`src/rtl/core/sust_pkg.sv`:
```
// Package for the sorted unique set table: payload structs, status and
// command codes, sequencer states and default sizing. No dependencies.
`default_nettype none

package sust_pkg;

   localparam int CAPACITY_DEFAULT = 16;
   localparam int KEY_W            = 32;
   localparam int COUNT_OUT_W      = 5;

   localparam logic CMD_INSERT  = 1'b0;
   localparam logic CMD_EXTRACT = 1'b1;

   typedef enum logic [2:0] {
      ST_INSERTED  = 3'd0,
      ST_DUPLICATE = 3'd1,
      ST_REMOVED   = 3'd2,
      ST_NOTFOUND  = 3'd3,
      ST_EMPTY     = 3'd4,
      ST_FULL      = 3'd5
   } status_type;

   typedef struct packed {
      logic                    cmd;
      logic signed [KEY_W-1:0] value;
   } req_type;

   typedef struct packed {
      status_type               status;
      logic [COUNT_OUT_W-1:0]   entry_count;
   } rsp_type;

   typedef enum logic [2:0] {
      S_IDLE,
      S_SCAN,
      S_DECIDE,
      S_SHUP,
      S_WRKEY,
      S_SHDN,
      S_DONE
   } state_type;

endpackage

`default_nettype wire

```
`src/rtl/core/sorted_unique_set_table.sv`:
```
// Sorted unique set table: a bounded set of distinct signed keys kept in
// ascending order in a one-write, one-read memory. Depends on sust_pkg.
//
// One item at a time. An item runs a linear scan from position 0, one entry
// per cycle through the memory's registered read port, until the first entry
// not below the key; an insert then moves the larger entries up and an
// extract closes the gap, again one entry per cycle through the same port.
// From acceptance until ready again an item passes through acceptance, the
// scan, the decide state, the moves, the key write on an insert and the
// hand-over of the result, which waits while the previous result still sits
// in the output register; scan plus moves never exceed count + 1 entries.
// An empty table skips the scan.
// A finished result waits in the output register, and the next item is
// accepted while it waits. There is no clearing pass after reset:
// positions at or above the count may be read, but that data is never used.
`default_nettype none

module sorted_unique_set_table
   import sust_pkg::*;
#(
   parameter int CAPACITY = CAPACITY_DEFAULT
) (
   input  wire logic    clock,
   input  wire logic    reset,
   input  wire logic    req_valid,
   output logic         req_ready,
   input  wire req_type req_data,
   output logic         rsp_valid,
   input  wire logic    rsp_ready,
   output rsp_type      rsp_data
);

   localparam int CW = $clog2(CAPACITY + 1);
   localparam int IW = $clog2(CAPACITY);

   state_type               state_ff, state_in;
   logic [CW-1:0]           count_ff, count_in;
   logic [CW-1:0]           pos_ff, pos_in;
   logic [CW-1:0]           idx_ff, idx_in;
   logic signed [KEY_W-1:0] key_ff, key_in;
   logic                    cmd_ff, cmd_in;
   logic                    hit_ff, hit_in;
   status_type              status_ff, status_in;
   logic                    rsp_valid_ff, rsp_valid_in;
   rsp_type                 rsp_data_ff, rsp_data_in;

   logic signed [KEY_W-1:0] mem [CAPACITY];
   logic signed [KEY_W-1:0] rd_data_ff;
   logic [CW-1:0]           rd_addr;
   logic                    wr_en;
   logic [CW-1:0]           wr_addr;
   logic signed [KEY_W-1:0] wr_data;

   always_ff @(posedge clock) begin
      if (wr_en) begin
         mem[wr_addr[IW-1:0]] <= wr_data;
      end
      rd_data_ff <= mem[rd_addr[IW-1:0]];
   end

   always_ff @(posedge clock) begin
      if (reset) begin
         state_ff     <= S_IDLE;
         count_ff     <= '0;
         rsp_valid_ff <= 1'b0;
      end else begin
         state_ff     <= state_in;
         count_ff     <= count_in;
         rsp_valid_ff <= rsp_valid_in;
      end
      pos_ff      <= pos_in;
      idx_ff      <= idx_in;
      key_ff      <= key_in;
      cmd_ff      <= cmd_in;
      hit_ff      <= hit_in;
      status_ff   <= status_in;
      rsp_data_ff <= rsp_data_in;
   end

   always_comb begin
      state_in     = state_ff;
      count_in     = count_ff;
      pos_in       = pos_ff;
      idx_in       = idx_ff;
      key_in       = key_ff;
      cmd_in       = cmd_ff;
      hit_in       = hit_ff;
      status_in    = status_ff;
      rsp_data_in  = rsp_data_ff;
      rsp_valid_in = rsp_valid_ff && !rsp_ready;
      rd_addr      = pos_ff;
      wr_en        = 1'b0;
      wr_addr      = idx_ff;
      wr_data      = rd_data_ff;
      req_ready    = 1'b0;

      unique case (state_ff)
         S_IDLE: begin
            req_ready = 1'b1;
            rd_addr   = '0;
            if (req_valid) begin
               key_in = req_data.value;
               cmd_in = req_data.cmd;
               pos_in = '0;
               hit_in = 1'b0;
               state_in = (count_ff == '0) ? S_DECIDE : S_SCAN;
            end
         end

         S_SCAN: begin
            // rd_data_ff holds the entry at pos_ff
            if (rd_data_ff < key_ff) begin
               pos_in  = pos_ff + CW'(1);
               rd_addr = pos_ff + CW'(1);
               if (pos_ff + CW'(1) == count_ff) begin
                  state_in = S_DECIDE;
               end
            end else begin
               hit_in   = (rd_data_ff == key_ff);
               state_in = S_DECIDE;
            end
         end

         S_DECIDE: begin
            if (cmd_ff == CMD_INSERT) begin
               if (hit_ff) begin
                  status_in = ST_DUPLICATE;
                  state_in  = S_DONE;
               end else if (count_ff == CW'(CAPACITY)) begin
                  status_in = ST_FULL;
                  state_in  = S_DONE;
               end else if (pos_ff == count_ff) begin
                  state_in = S_WRKEY;
               end else begin
                  idx_in   = count_ff;
                  rd_addr  = count_ff - CW'(1);
                  state_in = S_SHUP;
               end
            end else begin
               if (count_ff == '0) begin
                  status_in = ST_EMPTY;
                  state_in  = S_DONE;
               end else if (!hit_ff) begin
                  status_in = ST_NOTFOUND;
                  state_in  = S_DONE;
               end else if (pos_ff + CW'(1) == count_ff) begin
                  count_in  = count_ff - CW'(1);
                  status_in = ST_REMOVED;
                  state_in  = S_DONE;
               end else begin
                  idx_in   = pos_ff;
                  rd_addr  = pos_ff + CW'(1);
                  state_in = S_SHDN;
               end
            end
         end

         S_SHUP: begin
            // move entry idx-1 up to idx, fetch idx-2 for the next cycle
            wr_en   = 1'b1;
            wr_addr = idx_ff;
            idx_in  = idx_ff - CW'(1);
            rd_addr = idx_ff - CW'(2);
            if (idx_ff - CW'(1) == pos_ff) begin
               state_in = S_WRKEY;
            end
         end

         S_WRKEY: begin
            wr_en     = 1'b1;
            wr_addr   = pos_ff;
            wr_data   = key_ff;
            count_in  = count_ff + CW'(1);
            status_in = ST_INSERTED;
            state_in  = S_DONE;
         end

         S_SHDN: begin
            // move entry idx+1 down to idx, fetch idx+2 for the next cycle
            wr_en   = 1'b1;
            wr_addr = idx_ff;
            idx_in  = idx_ff + CW'(1);
            rd_addr = idx_ff + CW'(2);
            if (idx_ff + CW'(2) == count_ff) begin
               count_in  = count_ff - CW'(1);
               status_in = ST_REMOVED;
               state_in  = S_DONE;
            end
         end

         S_DONE: begin
            // hold until the output register is free
            if (!rsp_valid_ff || rsp_ready) begin
               rsp_data_in.status      = status_ff;
               rsp_data_in.entry_count = COUNT_OUT_W'(count_ff);
               rsp_valid_in            = 1'b1;
               state_in                = S_IDLE;
            end
         end

         default: begin
            state_in = S_IDLE;
         end
      endcase
   end

   assign rsp_valid = rsp_valid_ff;
   assign rsp_data  = rsp_data_ff;

endmodule

`default_nettype wire

```
`config.mk`:
```
export PLATFORM = sky130hd
export DESIGN_NAME = sorted_unique_set_table
export DESIGN_NICKNAME = d
export VERILOG_FILES = /design/src/rtl/core/sust_pkg.sv /design/src/rtl/core/sorted_unique_set_table.sv
export SDC_FILE = /design/constraint.sdc
export NUM_CORES = 1
export LEC_CHECK = 0
export CELL_PAD_IN_SITES_DETAIL_PLACEMENT = 1
export CELL_PAD_IN_SITES_GLOBAL_PLACEMENT = 2
export CORE_UTILIZATION = 40
export CTS_CLUSTER_DIAMETER = 120
export DETAILED_ROUTE_END_ITERATION = 8
export DONT_BUFFER_PORTS = 1
export PLACE_DENSITY = 0.79
export SKIP_LAST_GASP = 1
export SYNTH_ARGS = -nofsm -noshare
export SYNTH_HDL_FRONTEND = slang
export SYNTH_SLANG_ARGS = --single-unit
```
`constraint.sdc`:
```
create_clock -name clock -period 4.75 [get_ports clock]
set_input_delay 0.2375 -clock clock [delete_from_list [all_inputs] [get_ports clock]]
set_output_delay 0.2375 -clock clock [all_outputs]
set_load 0.005 [all_outputs]
```
==> impl_metrics.toml <==
[global_route]
grt_pass1_wl_um = 104000
grt_remaining_overflow = 0
grt_pass1_vias = 16000
track_usage_pct = 21.6
antenna_found_initial = 2
grt_max_degree = 157

[die]
core_area_um2 = 63200
rows = 92
fp.dieH_um = 255
start_util_pct = 40.6
design.die.area_um2 = 65100
pin_count = 47
die_width_um = 255

[power]
sw_frac_of_total_pct = 37.9
power_density_nw_per_um2 = 754
switchingPower_uw = 8540
share_comb_of_total_power_pct = 42.7
pwr-share-seq_pct = 33.7
p_clk_share_pct = 23.6
p_leak_uw = 0.00995
intPower_uw = 14000
peakVddDrop_mv = 0.749

[placed_design]
gp_congestion = 0.821
dp_hpwl_um = 39500
port_buffers = 0
place_ws_ns = 0.226

[clock_tree]
clock_latency_ns = 0.62
htreeDepth = 3
numCtsBuffers = 67
clockRootBuffer = "clkbuf_16"
clock_path_buffers = 3
post-cts-setup-buffers = 0
path_clk_slew_ns = 0.06
cts_tree = "built"
clock_sinks = 608

[synth]
netlist_instances = 1710
synth_ff_type = "edfxtp_1"
synthTopCellsByCount = "edfxtp_1, mux2i_1, nand2_1"
async_flop_share_pct = 0
synthDominantCellAreaShare_pct = 66.4
synth_edf_count = 567
avgSynthCellArea_um2 = 15.0
synthesis.area_um2 = 25700
post_synth_num_cell_types = 78
yosysTopAreaCell = "edfxtp_1"
ys_seq_area_share_pct = 69.6
ys.warnings.count = 0
yosysMostFrequentCell = "edfxtp_1"
synthTopCellsByArea = "edfxtp_1, mux2i_1, dfxtp_1, mux2_2, ha_1"
syn_nets = 1787
synth-seq-cells = 608

[layout]
syn_to_final_growth_pct = 16.5
fin_nets = 1882
layout-drive-gt1-share_pct = 16.1

[critical_path]
cp.arrival_ns = 5.01
cpLargestDelayFamily = "compound AO/OA/AOI/OAI gates"
critPathSlowestCell = "or4_4"
worstPathMaxFanout = 156
path_class = "reg -> reg"
critPathRequiredTime_ns = 5.22
cp_slowest_stage_delay_ns = 0.63
path_cells = "inv_1, ha_1, a21oi_1, a21boi_0, o21ai_0, a41oi_1, or4_4, a32oi_4, buf_16, mux2_2, o2111ai_1, o22ai_1"
setup.worst_path.start_class = "flip-flop"
endpoint_kind = "flip-flop"
cp_num_buf_inv = 2

[route]
wl_per_cell_um = 25.6
via_per_inst = 5.64
wirelength_um = 69400
dr.pass1.iters = 5
detail-route-antenna-nets = 0
route.detailed.drc = 0
drtIter0Drc = 1135
vias = 15300

[sta]
worst_slew_pin_slew_ns = 1.05
maxSlewViolCount = 0
layout_setup_ws_ns = 0.213
fmax_mhz = 220
min_period_ns = 4.54
period_share_pct = 95.5
setup_tns_ns = 0
fin_skew_ns = 0.0217
setup_viol = 0
rsz0062_at_grt = "false"
slew_headroom_pct = 29.6
hold_violations = 0

[run_status]
status = "finished, final reports clean"

[min_path]
hp-class = "in -> reg"

[run]
maxCapViolCount = 0
[sequential cells by signal, summed over array words and instances (netlist names)]
name and count:
status_ff 3, rd_data_ff 32, idx_ff 5, rsp_valid 1
cmd_ff 1, mem 512, state_ff 3, key_ff 32
rsp_data 8, pos_ff 5, hit_ff 1, count_ff 5
[worst reg2reg max path, stage by stage (launching register included)]
cell       delay [ns]
edfxtp_1         0.35
inv_1            0.08
ha_1             0.26
a21oi_1          0.13
a21boi_0         0.12
o21ai_0          0.55
a41oi_1          0.37
or4_4            0.63
a32oi_4          0.38
buf_16           0.58
mux2_2           0.57
o2111ai_1        0.21
o22ai_1          0.15
[cells by family after synthesis]
kind of cell,count (synthesis),synth area share (%)
flip-flops,608,69.6
AO/OA/AOI/OAI,343,9.77
AND/OR/NAND/NOR,335,6.51
multiplexers,199,8.13
buffers and inverters,148,2.81
adder cells (fa/ha/maj),40,1.95
XOR/XNOR,37,1.26
[final cells by class]
class / instances / area [um2]
fillers: 6088 / 33300
flip-flops and latches: 608 / 17800
multi-input cells: 954 / 7280
clock buffers: 88 / 1820
repair buffers: 129 / 1280
well taps: 846 / 1060
clock inverters: 35 / 435
inverters: 45 / 169
diodes: 2 / 5.00
[final timing paths]
path | endpoint | startpoint | slack, ns | depth (start not counted)
max | rd_data_ff[17]$_DFF_P_ | key_ff[6]$_DFFE_PP_ | 0.21 | 12
min | key_ff[25]$_DFFE_PP_ | req_data[25] | 0.26 | 1
max reg2reg | rd_data_ff[17]$_DFF_P_ | key_ff[6]$_DFFE_PP_ | 0.21 | 12
min reg2reg | rsp_data[5]$_DFFE_PP_ | status_ff[0]$_DFFE_PP_ | 0.42 | 0
[stage by stage]
step	cell area, um2	instances	hold WS [ns]	power, uW	utilization [%]
5_1_grt	29900	2707	0.242	23600	47.3
3_3_place_gp	27300	2546	0.311	16900	43.1
3_5_place_dp	27300	2546	0.314	17200	43.1
6_report	29900	2707	0.261	22500	47.3
2_1_floorplan	25700	1710	0.336	13900	-
4_1_cts	29900	2705	0.234	22600	47.3
[metal layers]
metal / part of all wire [%] / track usage, % / up-vias
li1: - / - / 6849
met1: 44 / 29.3 / 7921
met2: 49 / 36.0 / 414
met3: 5.1 / 3.58 / 89
met4: 2.1 / 5.89 / 0
met5: 0 / 0 / -
[power by group through the flow]
stage | logic [uW] | clock network, uW | registers [uW]
2_1_floorplan | 6330 | 0 | 7590
3_3_place_gp | 9220 | 0 | 7680
3_5_place_dp | 9520 | 0 | 7700
4_1_cts | 9650 | 5390 | 7590
5_1_grt | 10400 | 5570 | 7640
6_report | 9630 | 5310 | 7590
[cells in the final DEF, fill, tap and decap left out, drive strengths merged, types with 14 or more instances in the layout]
master,instances
dfxtp,41
clkinv,22
a211oi,35
nor2b,67
nor3,14
buf,93
dlygate4sd3,36
o22ai,39
mux2i,134
xnor2,23
a221o,31
clkbuf,88
mux2,64
ha,40
nand2,98
inv,49
nand3,44
o21ai,84
edfxtp,567
o2111ai,33
a21oi,32
xor2,14
a211o,31
nor2,66
[what timing repair did]
action | CTS | global route
endpoints found under the setup margin | 0 | 5
hold buffers | 36 | 0
gates resized for setup | 0 | 1
endpoints found under the hold margin | 46 | 0
(Power assumes the default switching activity.)
